<file path="src/rtl/esrs_pkg.sv">
package esrs_pkg;

   localparam int MaxSectionsDefault = 16;
   localparam int PosW   = 32;
   localparam int FacW   = 16;
   localparam int CountW = 5;
   localparam int IdxW   = 4;

   localparam logic ReqLoad  = 1'b0;
   localparam logic ReqQuery = 1'b1;

   typedef struct packed {
      logic clear_acc;
      logic scan_step;
      logic load_sel;
      logic div_start;
      logic sqrt_start;
      logic mul_step;
      logic [3:0] op;
      logic latch_out;
   } ctl_type;

   typedef struct packed {
      logic scan_done;
      logic hit;
      logic unit_done;
      logic mul_done;
   } sts_type;

   localparam logic [3:0] OpW    = 4'd0;
   localparam logic [3:0] OpH    = 4'd1;
   localparam logic [3:0] OpF    = 4'd2;
   localparam logic [3:0] OpR    = 4'd3;
   localparam logic [3:0] OpS    = 4'd4;
   localparam logic [3:0] OpC    = 4'd5;
   localparam logic [3:0] OpG    = 4'd6;
   localparam logic [3:0] OpD    = 4'd7;

endpackage

</file>
<file path="src/rtl/esrs_ctrl.sv">
module esrs_ctrl (
   input  logic               clock,
   input  logic               reset,
   input  logic               req_valid,
   output logic               req_stall,
   input  logic               req_type,
   output logic               rsp_valid,
   input  logic               rsp_stall,
   output logic               load_we,
   output logic               pt_we,
   input  logic [31:0]        r_value,
   output esrs_pkg::ctl_type  ctl,
   input  esrs_pkg::sts_type  sts
);
   import esrs_pkg::*;

   localparam logic [3:0] StIdle  = 4'd0;
   localparam logic [3:0] StScan  = 4'd1;
   localparam logic [3:0] StW     = 4'd2;
   localparam logic [3:0] StH     = 4'd3;
   localparam logic [3:0] StF     = 4'd4;
   localparam logic [3:0] StR     = 4'd5;
   localparam logic [3:0] StS     = 4'd6;
   localparam logic [3:0] StC     = 4'd7;
   localparam logic [3:0] StG     = 4'd8;
   localparam logic [3:0] StD     = 4'd9;
   localparam logic [3:0] StOut   = 4'd10;
   localparam logic [3:0] StHold  = 4'd11;

   logic [3:0] state_ff, state_in;
   logic       go_ff, go_in;
   logic       vld_ff, vld_in;
   logic       accept;

   assign req_stall = (state_ff != StIdle) || (vld_ff && rsp_stall);
   assign accept    = req_valid && !req_stall;
   assign load_we   = accept && (req_type == ReqLoad);
   assign pt_we     = accept && (req_type == ReqQuery);
   assign rsp_valid = vld_ff;

   always_comb begin
      state_in = state_ff;
      go_in    = 1'b0;
      vld_in   = vld_ff && rsp_stall;
      ctl      = '0;
      unique case (state_ff)
         StIdle: begin
            ctl.clear_acc = 1'b1;
            if (pt_we) begin
               state_in = StScan;
            end
         end
         StScan: begin
            ctl.scan_step = 1'b1;
            if (sts.scan_done) begin
               state_in = sts.hit ? StW : StOut;
               go_in    = 1'b1;
            end
         end
         StW: begin
            ctl.op        = OpW;
            ctl.div_start = go_ff;
            if (sts.unit_done) begin
               state_in = StH;
            end
         end
         StH: begin
            ctl.op       = OpH;
            ctl.mul_step = 1'b1;
            if (sts.mul_done) begin
               state_in = StF;
            end
         end
         StF: begin
            ctl.op       = OpF;
            ctl.mul_step = 1'b1;
            if (sts.mul_done) begin
               state_in = StR;
               go_in    = 1'b1;
            end
         end
         StR: begin
            ctl.op         = OpR;
            ctl.sqrt_start = go_ff;
            if (sts.unit_done) begin
               state_in = (r_value == 32'd0) ? StG : StS;
               go_in    = 1'b1;
            end
         end
         StS: begin
            ctl.op        = OpS;
            ctl.div_start = go_ff;
            if (sts.unit_done) begin
               state_in = StC;
               go_in    = 1'b1;
            end
         end
         StC: begin
            ctl.op        = OpC;
            ctl.div_start = go_ff;
            if (sts.unit_done) begin
               state_in = StG;
            end
         end
         StG: begin
            ctl.op       = OpG;
            ctl.mul_step = 1'b1;
            if (sts.mul_done) begin
               state_in = StD;
            end
         end
         StD: begin
            ctl.op       = OpD;
            ctl.mul_step = 1'b1;
            if (sts.mul_done) begin
               state_in = StOut;
            end
         end
         StOut: begin
            ctl.latch_out = 1'b1;
            state_in      = StHold;
         end
         StHold: begin
            if (!(vld_ff && rsp_stall)) begin
               vld_in   = 1'b1;
               state_in = StIdle;
            end
         end
         default: state_in = StIdle;
      endcase
   end

   always_ff @(posedge clock) begin
      if (reset) begin
         state_ff <= StIdle;
         go_ff    <= 1'b0;
         vld_ff   <= 1'b0;
      end else begin
         state_ff <= state_in;
         go_ff    <= go_in;
         vld_ff   <= vld_in;
      end
   end

`ifndef SYNTH
   a_no_accept_busy: assert property (@(posedge clock) disable iff (reset)
      (state_ff != StIdle) |-> !accept) else $error("item taken while busy");
   a_rsp_after_hold: assert property (@(posedge clock) disable iff (reset)
      $rose(vld_ff) |-> $past(state_ff) == StHold) else $error("stray result");
   a_query_starts: assert property (@(posedge clock) disable iff (reset)
      pt_we |=> state_ff == StScan) else $error("query not started");
`endif
endmodule

</file>
<file path="config.mk">
export PLATFORM = sky130hd
export DESIGN_NAME = esrs_ctrl
export DESIGN_NICKNAME = d
export VERILOG_FILES = /design/src/rtl/esrs_pkg.sv /design/src/rtl/esrs_ctrl.sv
export SDC_FILE = /design/constraint.sdc
export NUM_CORES = 1
export LEC_CHECK = 0
export BUFFER_PORTS_ARGS = -buffer_cell sky130_fd_sc_hd__buf_2
export CAP_MARGIN = 25
export CORE_MARGIN = 2
export CORE_UTILIZATION = 43
export CTS_BUF_LIST = sky130_fd_sc_hd__clkbuf_8
export DETAILED_ROUTE_END_ITERATION = 8
export PLACE_DENSITY_LB_ADDON = 0.3
export SETUP_SLACK_MARGIN = 0.15
export SLEW_MARGIN = 25
export SYNTH_ARGS = -nofsm -noshare
export SYNTH_HDL_FRONTEND = slang
export SYNTH_SLANG_ARGS = --single-unit
</file>
<file path="constraint.sdc">
create_clock -name clock -period 2.6 [get_ports clock]
set_input_delay 0.52 -clock clock [delete_from_list [all_inputs] [get_ports clock]]
set_output_delay 0.52 -clock clock [all_outputs]
set_load 0.01 [all_outputs]
</file>
Yosys cells after proc, flatten, opt, wreduce, memory -nomap -nowiden
Index checks and enable logic that the tools add are counted.
{ "classes": {"eq_ne": 22, "n_bitwise": 1, "n_reduce_logical": 13, "muxes": 26} }
{ "op_table": {"columns": ["operator", "count"], "rows": [
  ["two-way mux 4 bit", 13],
  ["case mux 4 bit (12 select lines)", 1],
  ["logical NOT 32 bit", 1],
  ["!= test 2 bit (second input constant)", 11],
  ["case mux 3 bit (7 select lines)", 1],
  ["== test 4 x 3 -> 1 bit (second input constant)", 4],
  ["== test 4 bit (second input constant)", 4],
  ["AND reduction 11 bit", 1],
  ["two-way mux 1 bit", 10],
  ["== test 4 x 2 -> 1 bit (second input constant)", 2],
  ["== test 4 x 1 -> 1 bit (second input constant)", 1],
  ["logical AND 1 bit", 4],
  ["logical NOT 4 bit", 1],
  ["nonzero test 4 bit", 1],
  ["OR reduction 4 bit", 1],
  ["case mux 1 bit (3 select lines)", 1],
  ["OR reduction 3 bit", 1],
  ["OR reduction 2 bit", 1],
  ["logical NOT 1 bit", 1],
  ["logical OR 1 bit", 1],
  ["inverter 1 bit", 1]
]} }
{ "totals": {"reg_bits": 6, "elab_cells": 65, "inputBits": 41} }

Longest topological paths before layout
Gate-level depths: netlist of run 1.
{ "depth": {"ltp_word": 7, "mapped_depth": 7} }

Worst setup path before layout of run 1
Ideal clock, no wire load.
{ "synth_path": {"kind": "flip-flop to output port", "start": "reg state_ff[3]", "end": "out load_we", "setup_slack_ps": 539, "stages_incl_launch_ff": 7, "arrival_ps": 1541, "n_path_buf": 2, "cell_sequence": "dfxtp_1 buf_6 clkbuf_1 nor4_1 and2_1 nand2_1 nor2_1"} }
{ "synth_between": {"elab_chain_len": 5} }
{ "synth_rtl": {"columns": ["element", "line", "source"], "rows": [
  ["from (decl)", "esrs_ctrl.sv:30", "logic [3:0] state_ff, state_in;"],
  ["from (signal assigned)", "esrs_ctrl.sv:135", "state_ff <= StIdle;"],
  ["from (signal assigned)", "esrs_ctrl.sv:139", "state_ff <= state_in;"],
  ["nonzero test 4 bit", "esrs_ctrl.sv:35", "assign req_stall = (state_ff != StIdle) || (vld_ff && rsp_stall);"],
  ["logical OR 1 bit", "esrs_ctrl.sv:35", null],
  ["logical NOT 1 bit", "esrs_ctrl.sv:36", "assign accept = req_valid && !req_stall;"],
  ["logical AND 1 bit", "esrs_ctrl.sv:36", null],
  ["logical AND 1 bit", "esrs_ctrl.sv:37", "assign load_we = accept && (req_type == ReqLoad);"],
  ["to (decl)", "esrs_ctrl.sv:9", "output logic load_we,"]
]} }
Every way passes these cells.

==> results of run 1 <==
worst max-delay path: cells and delay by family (launching register included):
kind / cells / cell delay (ns)
DFF: 1 / 0.70
buffers and inverters: 1 / 0.13
and+or+nand+nor: 2 / 0.75
metal layers:
metal | wire length [um] | global-route usage [%] | part of all wire [%] | vias to the layer above
met2 | 935 | 35.1 | 51 | 40
met4 | 13 | 8.48 | 0.71 | 0
li1 | - | - | - | 458
met5 | 0 | 0 | 0 | -
met1 | 734 | 23.2 | 40 | 398
met3 | 142 | 4.40 | 7.8 | 2
final cells by class:
| type | instances | area, um2 | share of cell area [%] |
|---|---|---|---|
| multi-input cells | 78 | 518 | 52.3 |
| repair buffers | 55 | 280 | 28.3 |
| flip-flops and latches | 6 | 120 | 12.1 |
| clock buffers | 3 | 41.3 | 4.17 |
| well taps | 16 | 20.0 | 2.02 |
| inverters | 3 | 11.3 | 1.14 |
kinds of logic (layout without fill, tap and decap cells):
family	after synthesis	in the layout	synth area share, %
and+or+nand+nor	51	51	41.5
AOI/OAI and AO/OA	20	20	23.4
buffers and inverters	13	61	10.9
DFF	6	6	16.9
muxes	3	3	4.39
xor gates and xnor gates	2	2	2.46
other	1	2	0.527
power by group through the flow:
stage	clock (mW)	sequential (mW)	combinational [mW]
floorplan	0	0.134	0.478
global placement	0	0.201	0.537
detailed placement	0	0.203	0.544
CTS	0.142	0.202	0.547
global route	0.145	0.218	0.605
finish	0.141	0.204	0.543
stage by stage:
step                      setup WS [ns]  instance area (um2)  total power [mW]  hold slack [ns]
final                             0.278                  991             0.888            0.526
after global routing              0.209                  991             0.968            0.551
after CTS                         0.289                  991             0.891            0.533
after detailed placement          0.525                  950             0.748            0.529
after global placement            0.557                  950             0.738            0.522
after floorplan                   0.539                  716             0.612            0.529
how the worst max path moves through the flow:
stage / start / end / slack [ns] / cells past startpoint
after global placement: state_ff[1] / ctl[5] / 0.56 / 3
after CTS: state_ff[1] / ctl[5] / 0.29 / 3
after detailed placement: state_ff[1] / ctl[5] / 0.52 / 3
after floorplan: state_ff[3] / load_we / 0.54 / 6
after global routing: state_ff[1] / ctl[5] / 0.21 / 3
final: state_ff[1] / ctl[5] / 0.28 / 3
cell usage in the layout (no fill, tap or decap), types with 3 or more instances in the layout:
cell	count
buf_2	53
nand2_1	10
nor4_1	9
nor2_1	9
dfxtp_1	6
a21oi_1	5
inv_1	3
nand3_1	3
nand4_1	3
clkbuf_8	3
sequential cells by signal, summed over array words and instances (netlist names):
name / cells
state_ff: 4
go_ff: 1
rsp_valid: 1
==> metrics.txt, run 1 <==
CTS Buf Count 3; Final Cycle Share 89.3%; Slew HR 58.4%; clock latency on the worst-skew pair 0.23 ns; fmax 431 MHz; worst reg2reg startpoint state_ff[1]; critical path type reg2out; Final Hold Vio Count 0; WL final 1830 um; global-route wire length before repair 3030 um; Netlist cell types 42; Hold Crit Depth 2; largest net degree at the start of global routing 22; Critical R2R Capture state_ff[3]; placed insts 158; crit-path max FO 21; vias in the first global route 784; Gate power share 61.1%; final layout net count 188; Critical-path top delay cell dfxtp_1; switching power total 398 uW; most instantiated library cell after synthesis nand2_1; Synth Flop Type dfxtp_1; Period minus WS final 2.32 ns; Layout Cells excl Fill 161; Worst Skew 0.00361 ns; Final HPWL DP 1470 um; Area contributors post-synth dfxtp_1, nor4_1, nand2_1; core area 0.00152 mm2; Pleak 0.471 nW; final setup vio count 0; Seq cells post-synth 6; synth-to-layout area growth 39.2%; share of post-route cells with drive strength above 1 46.2%; Tightest Pin Transition 0.623 ns; share of Yosys cell area claimed by the top area cell type 16.9%; Synth Instances 96; Critical Path Max Stage Delay 0.70 ns; max-slew violation count 0; clock network fraction of total power 15.9%; Initial Utilization 46.7%; Worst setup SP type register; worst hold path type reg2reg; MaxCap Viol Count 0; routability cong. 0.809; Starting DRT DRC Count 12; Fillers 142; Syn. warnings 0; H-Tree Depth 1; GRT Util Overall 20.0%; sequential-to-total area share from yosys stat 16.9%; CTS tree built; clk slew on worst S/H paths 0.04 ns; FFs w/ async S/R, synth 0%; Synth Cell Area 712 um2; CTS root buf clkbuf_8; post-CTS setup buffer count 0; Buffers on Ports 53; setup TNS 0 ns; setup slack, reg-to-reg 0.56 ns; vias per inst 5.58; First-pass DRT Iterations 4; unrepaired setup endpoints after global routing false; DR WL/cell 11.3 um; area leader, netlist dfxtp_1; hold path endpoint rsp_valid; num rows 14; Int Pwr 490 uW; Pwr Density 896 mW/mm2; status complete, no violations; synthesized area per cell 7.42 um2; DRC 0; crit-path cells or4bb_4 > nand3_1 > buf_2; r2r worst-path depth 5; vias post-DR 898; initial antenna violation count 0; Antenna diodes 0; final design utilization 65.0%; global route total overflow 0; post-cts sizing count 0; hold path start rsp_valid; die height 44.7 um; Ports 56; clk buf depth 2; Die Footprint 0.00200 mm2; Switching Fraction 44.9%; maximum vdd drop 422 uV; sequential share of power 23.0%; CP arrival 1.80 ns; Die W 44.7 um; Setup crit end kind primary output; Antenna Violating Nets Remaining 0; CTS sink cnt 6; hold_buf cts 0; most instantiated cells after synthesis nand2_1, nor2_1, nor4_1, dfxtp_1, a21oi_1; number of synthesized flops with an enable pin 0; Critical Path RT 2.08 ns
No activity file was read; power rests on OpenSTA's default activity.
==> inputs of run 2 (changes only) <==
CORE_MARGIN = default   (was 2)
GPL_ROUTABILITY_DRIVEN = 0   (was default)
==> run 2 against run 1 <==
Fmax increased by 0.56%; design area shrank 1.5%; sequential cell count unchanged; clock skew shrank 0.0011 ns; global-route usage up 2.9 points; via count increased by 0.11%; die area decreased by 8.8%; power down 2.1%; worst hold slack improved by 0.0047 ns; combinational power is 9.8% lower; clock power about the same; worst setup slack better by 0.013 ns.
==> metrics.txt, run 2 (synthesis results as in run 1) <==
post-CTS setup buffer count 0 (unchanged); Slew HR 55.4% (-3.0 points); Critical-path top delay cell dfxtp_1; global-route wire length before repair 3230 um (+6.6%); die height 42.7 um (-4.5%); Buffers on Ports 53 (unchanged); vias post-DR 899 (+0.11%); CP delay by family, top simple AND/OR/NAND/NOR gates; Final Cycle Share 88.8% (-0.50 points); worst reg2reg startpoint state_ff[0]; Biggest register state_ff; GRT Util Overall 23.0% (+2.9 points); CTS tree built; synth-to-layout area growth 37.1%; Critical Path RT 2.08 ns (about the same); Final HPWL DP 1480 um (+0.43%); initial antenna violation count 0 (unchanged); CTS Buf Count 3 (unchanged); maximum vdd drop 409 uV (-3.2%); r2r worst-path depth 5 (unchanged); Die Footprint 0.00182 mm2 (-8.8%); max-slew violation count 0 (unchanged); final setup vio count 0 (unchanged); critical path type reg2out; Final Hold Vio Count 0 (unchanged); fmax 433 MHz (+0.56%); First-pass DRT Iterations 4 (unchanged); DRC 0 (unchanged); DR WL/cell 11.6 um (+2.3%); sequential share of power 27.3% (+4.3 points); status complete, no violations; CTS root buf clkbuf_8; Worst setup SP type register; Pwr Density 891 mW/mm2 (-0.59%); share of post-route cells with drive strength above 1 45.5% (-0.75 points); Period minus WS final 2.31 ns (-0.0130 ns); Ports 56 (unchanged); worst hold path type in2reg; vias in the first global route 823 (+5.0%); hold path start reset; setup slack, reg-to-reg 0.54 ns (-0.02 ns); post-cts sizing count 0 (unchanged); switching power total 394 uW (-1.0%); Hold Crit Depth 2 (unchanged); crit-path cells or4bb_4 > nand3_1 > buf_2; Setup crit end kind primary output; Crit path buffers/inverters 1 (unchanged); num rows 14 (unchanged); Starting DRT DRC Count 9 (-3); Antenna diodes 0 (unchanged); clock latency on the worst-skew pair 0.23 ns (about the same); global route total overflow 0 (unchanged); Pleak 0.460 nW (-2.2%); final hold slack 0.530 ns (+0.00470 ns); commonest non-fill, non-tap cell in the layout buf_2; CTS sink cnt 6 (unchanged); Worst Skew 0.00254 ns (-0.00107 ns); commonest cells after routing, fill and taps aside buf_2, nand2_1, nor4_1, nor2_1, dfxtp_1; Initial Utilization 46.7% (unchanged); WL final 1840 um (+0.99%); final layout net count 186 (-1.1%); Critical R2R Capture state_ff[2]; clk buf depth 2 (unchanged); Antenna Violating Nets Remaining 0 (unchanged); Largest register FFs 4 (unchanged); vias per inst 5.65 (+1.4%); hold_buf cts 0 (unchanged); MaxCap Viol Count 0 (unchanged); largest net degree at the start of global routing 24 (+9.1%); unrepaired setup endpoints after global routing false; WP depth 3 (unchanged); Switching Fraction 45.4% (+0.50 points); Tightest Pin Transition 0.668 ns (+0.0448 ns); core area 0.00152 mm2 (unchanged); Int Pwr 475 uW (-3.0%); hold path endpoint state_ff[3]; H-Tree Depth 1 (unchanged); setup TNS 0 ns (unchanged); Critical Path Max Stage Delay 0.70 ns (about the same); crit-path max FO 21 (unchanged); clk slew on worst S/H paths 0.04 ns (about the same); Gate power share 56.4% (-4.7 points); CP arrival 1.79 ns (about the same); Die W 42.7 um (-4.5%); clock network fraction of total power 16.2% (+0.3 points)
run 2: cell types whose count changed in the layout (fill, tap and decap cells not counted):
| cell | previous run | this run |
|---|---|---|
| buf_4 | 2 | 0 |
run 2: worst max-delay path by stage:
stage	from	endpoint	slack, ns
after global routing	state_ff[3]	ctl[1]	0.18
after floorplan	state_ff[3]	load_we	0.54
after detailed placement	state_ff[3]	ctl[1]	0.54
after CTS	state_ff[3]	ctl[1]	0.29
after global placement	state_ff[3]	ctl[1]	0.58
final	state_ff[1]	ctl[5]	0.29
run 2: per-stage QoR:
stage | worst slack [ns] | utilization, % | power [mW] | instance area, um2 | instances
global placement | 0.576 | 61.3 | 0.715 | 935 | 156
detailed placement | 0.538 | 61.3 | 0.729 | 935 | 156
CTS | 0.286 | 64.0 | 0.878 | 976 | 159
finish | 0.291 | 64.0 | 0.869 | 976 | 159
global route | 0.178 | 64.0 | 0.957 | 976 | 159
floorplan | 0.539 | - | 0.612 | 716 | 97
run 2: layout make-up:
class                   instances  area, um2
inverters                       3       11.3
multi-input cells              78        518
clock buffers                   3       41.3
fillers                       145        548
well taps                      16       20.0
flip-flops and latches          6        120
repair buffers                 53        265
run 2: power by group through the flow:
| stage | combinational, mW | sequential (mW) | clock, mW |
|---|---|---|---|
| final | 0.490 | 0.238 | 0.141 |
| after global routing | 0.556 | 0.254 | 0.147 |
| after CTS | 0.495 | 0.236 | 0.146 |
| after detailed placement | 0.493 | 0.236 | 0 |
| after global placement | 0.484 | 0.231 | 0 |
| after floorplan | 0.478 | 0.134 | 0 |
run 2: layer usage:
layer / up-vias / track usage (%) / routed length [um]
li1: 451 / - / -
met1: 411 / 26.2 / 739
met2: 35 / 42.4 / 982
met3: 2 / 2.55 / 101
met4: 0 / 9.38 / 19
met5: - / 0 / 0
==> inputs of run 3 (changes only) <==
ABC_AREA = 1   (was default)
==> run 3 against run 2 <==
Via count increased by 4.9%; largest cell class unchanged; largest power group unchanged; fmax grew 21%; first-iteration DRC count up 56%; power decreased by 16%; combinational power is 9.6% lower; critical path type unchanged; highest routed layer unchanged.
==> metrics.txt, run 3 <==
status complete, no violations; Critical-path top delay cell dfxtp_1; Final HPWL DP 1620 um (+9.4%); Die W 42.0 um (-1.6%); Crit path buffers/inverters 2 (+1); Synth Cell Area 688 um2 (-3.3%); Final Power 733 uW (-16%); die height 42.0 um (-1.6%); final layout net count 225 (+21%); Int Pwr 386 uW (-19%); initial antenna violation count 0 (unchanged); sequential share of power 20.3% (-7.0 points); worst hold path type in2reg; FFs w/ async S/R, synth 0% (unchanged); Starting DRT DRC Count 14 (+5); Worst setup SP type register; Period minus WS final 1.91 ns (-0.401 ns); largest net degree at the start of global routing 10 (-58%); post-cts sizing count 0 (unchanged); vias in the first global route 886 (+7.7%); Synth Flop Type dfxtp_1; Area contributors post-synth nand2_1, dfxtp_1, nor2_1; CP arrival 1.39 ns (-0.40 ns); number of synthesized flops with an enable pin 0 (unchanged); switching power total 347 uW (-12%); synthesized area per cell 5.38 um2 (-28%); Pwr Density 734 mW/mm2 (-18%); global-route wire length before repair 3430 um (+6.2%); commonest cells after routing, fill and taps aside buf_2, nand2_1, nor2_1; final design utilization 66.3% (+2.2 points); Netlist cell types 24 (-43%); crit-path cells nor2_1 > nand2_1 > inv_1 > nand3_1 > nor2_1 > buf_2; Pleak 0.588 nW (+28%); CTS root buf clkbuf_8; GRT Util Overall 25.0% (+2.1 points); fmax 524 MHz (+21%); maximum vdd drop 510 uV (+25%); global route total overflow 0 (unchanged); final hold slack 0.548 ns (+0.0177 ns); DRC 0 (unchanged); Die Footprint 0.00176 mm2 (-3.2%); clk slew on worst S/H paths 0.03 ns (about the same); Buffers on Ports 53 (unchanged); H-Tree Depth 1 (unchanged); placed insts 195 (+25%); vias per inst 4.76 (-16%); share of Yosys cell area claimed by the top area cell type 20.2% (+3.3 points); Gate power share 60.4% (+4.0 points); CTS sink cnt 6 (unchanged); Largest register FFs 4 (unchanged); Layout Cells excl Fill 198 (+25%); WL final 1920 um (+4.0%); First-pass DRT Iterations 4 (unchanged); num rows 14 (unchanged); most used cell, CP nor2_1; commonest non-fill, non-tap cell in the layout buf_2; Seq cells post-synth 6 (unchanged); clk buf depth 2 (unchanged); most instantiated cells after synthesis nand2_1, nor2_1, inv_1, inv_2; CTS tree built; vias post-DR 943 (+4.9%); max-slew violation count 0 (unchanged); DR WL/cell 9.68 um (-16%); Ports 56 (unchanged); Syn. warnings 0 (unchanged); unrepaired setup endpoints after global routing false; Setup crit end kind primary output; sequential-to-total area share from yosys stat 17.5% (+0.58 points); final setup vio count 0 (unchanged); setup TNS 0 ns (unchanged); Antenna diodes 0 (unchanged); Antenna Violating Nets Remaining 0 (unchanged); Worst Skew 0.00425 ns (+0.00171 ns); Switching Fraction 47.3% (+1.9 points); most instantiated library cell after synthesis nand2_1; Critical Path RT 2.08 ns (about the same); Biggest register state_ff; share of post-route cells with drive strength above 1 40.7% (-4.8 points); Fillers 141 (-2.8%); Initial Utilization 45.7% (-1.0 points); Final Hold Vio Count 0 (unchanged); CTS Buf Count 3 (unchanged); CP delay by family, top simple AND/OR/NAND/NOR gates; post-CTS setup buffer count 0 (unchanged); clock latency on the worst-skew pair 0.23 ns (about the same); Final Cycle Share 73.4% (-15 points); critical path type reg2out; Critical Path Max Stage Delay 0.37 ns (-0.33 ns); hold_buf cts 0 (unchanged); synth-to-layout area growth 45.1%; crit-path max FO 6 (-71%); clock network fraction of total power 19.3% (+3.1 points); Synth Instances 128 (+33%); area leader, netlist nand2_1; core area 0.00151 mm2 (-1.1%); MaxCap Viol Count 0 (unchanged)
[run 3: cell count changes after synthesis, moves of 3 or more]
cell / before / now
clkbuf_1: 3 / 0
inv_1: 3 / 11
inv_2: 0 / 7
nand2_1: 10 / 37
nand4_1: 3 / 0
nor2_1: 9 / 32
nor4_1: 9 / 0
[run 3: logic make-up (layout without fill, tap and decap cells)]
logic type	after synthesis	after routing	share of synthesized area, %
and+or+nand+nor	87	87	58.2
other	1	2	0.545
buffers and inverters	21	74	12.7
AOI/OAI and AO/OA	13	13	11.1
DFF	6	6	17.5
[run 3: power groups by stage]
stage / Combinational, mW / Clock [mW] / Sequential, mW
2_1_floorplan: 0.323 / 0 / 0.130
3_3_place_gp: 0.431 / 0 / 0.147
3_5_place_dp: 0.437 / 0 / 0.148
4_1_cts: 0.439 / 0.146 / 0.147
5_1_grt: 0.495 / 0.148 / 0.152
6_report: 0.443 / 0.142 / 0.149
[run 3: layout make-up]
type / instances / area [um2] / share of cell area (%)
multi-input combinational: 102 / 484 / 48.5
clock buffer: 3 / 41.3 / 4.14
tap: 16 / 20.0 / 2.01
inverter: 18 / 67.6 / 6.77
sequential: 6 / 120 / 12.0
timing repair buffer: 53 / 265 / 26.6
[run 3: routing by layer]
layer	GRT usage, %	vias to the layer above	wire [um]
met4	12.3	0	37
li1	-	498	-
met5	0	-	0
met1	31.0	404	840
met2	42.5	37	935
met3	3.02	4	104
[run 3: worst paths after layout]
kind	from	endpoint	slack (ns)	depth (start not counted)
hold reg to reg	rsp_valid	rsp_valid	0.55	2
setup / recovery	state_ff[3]	load_we	0.69	6
setup reg to reg	state_ff[0]	state_ff[2]	1.10	9
hold / removal	reset	rsp_valid	0.55	2
[run 3: metrics by stage]
step	setup slack, ns	area (um2)
after floorplan	0.989	692
after global placement	1.00	957
after detailed placement	0.959	957
after CTS	0.713	998
after global routing	0.575	998
final	0.692	998
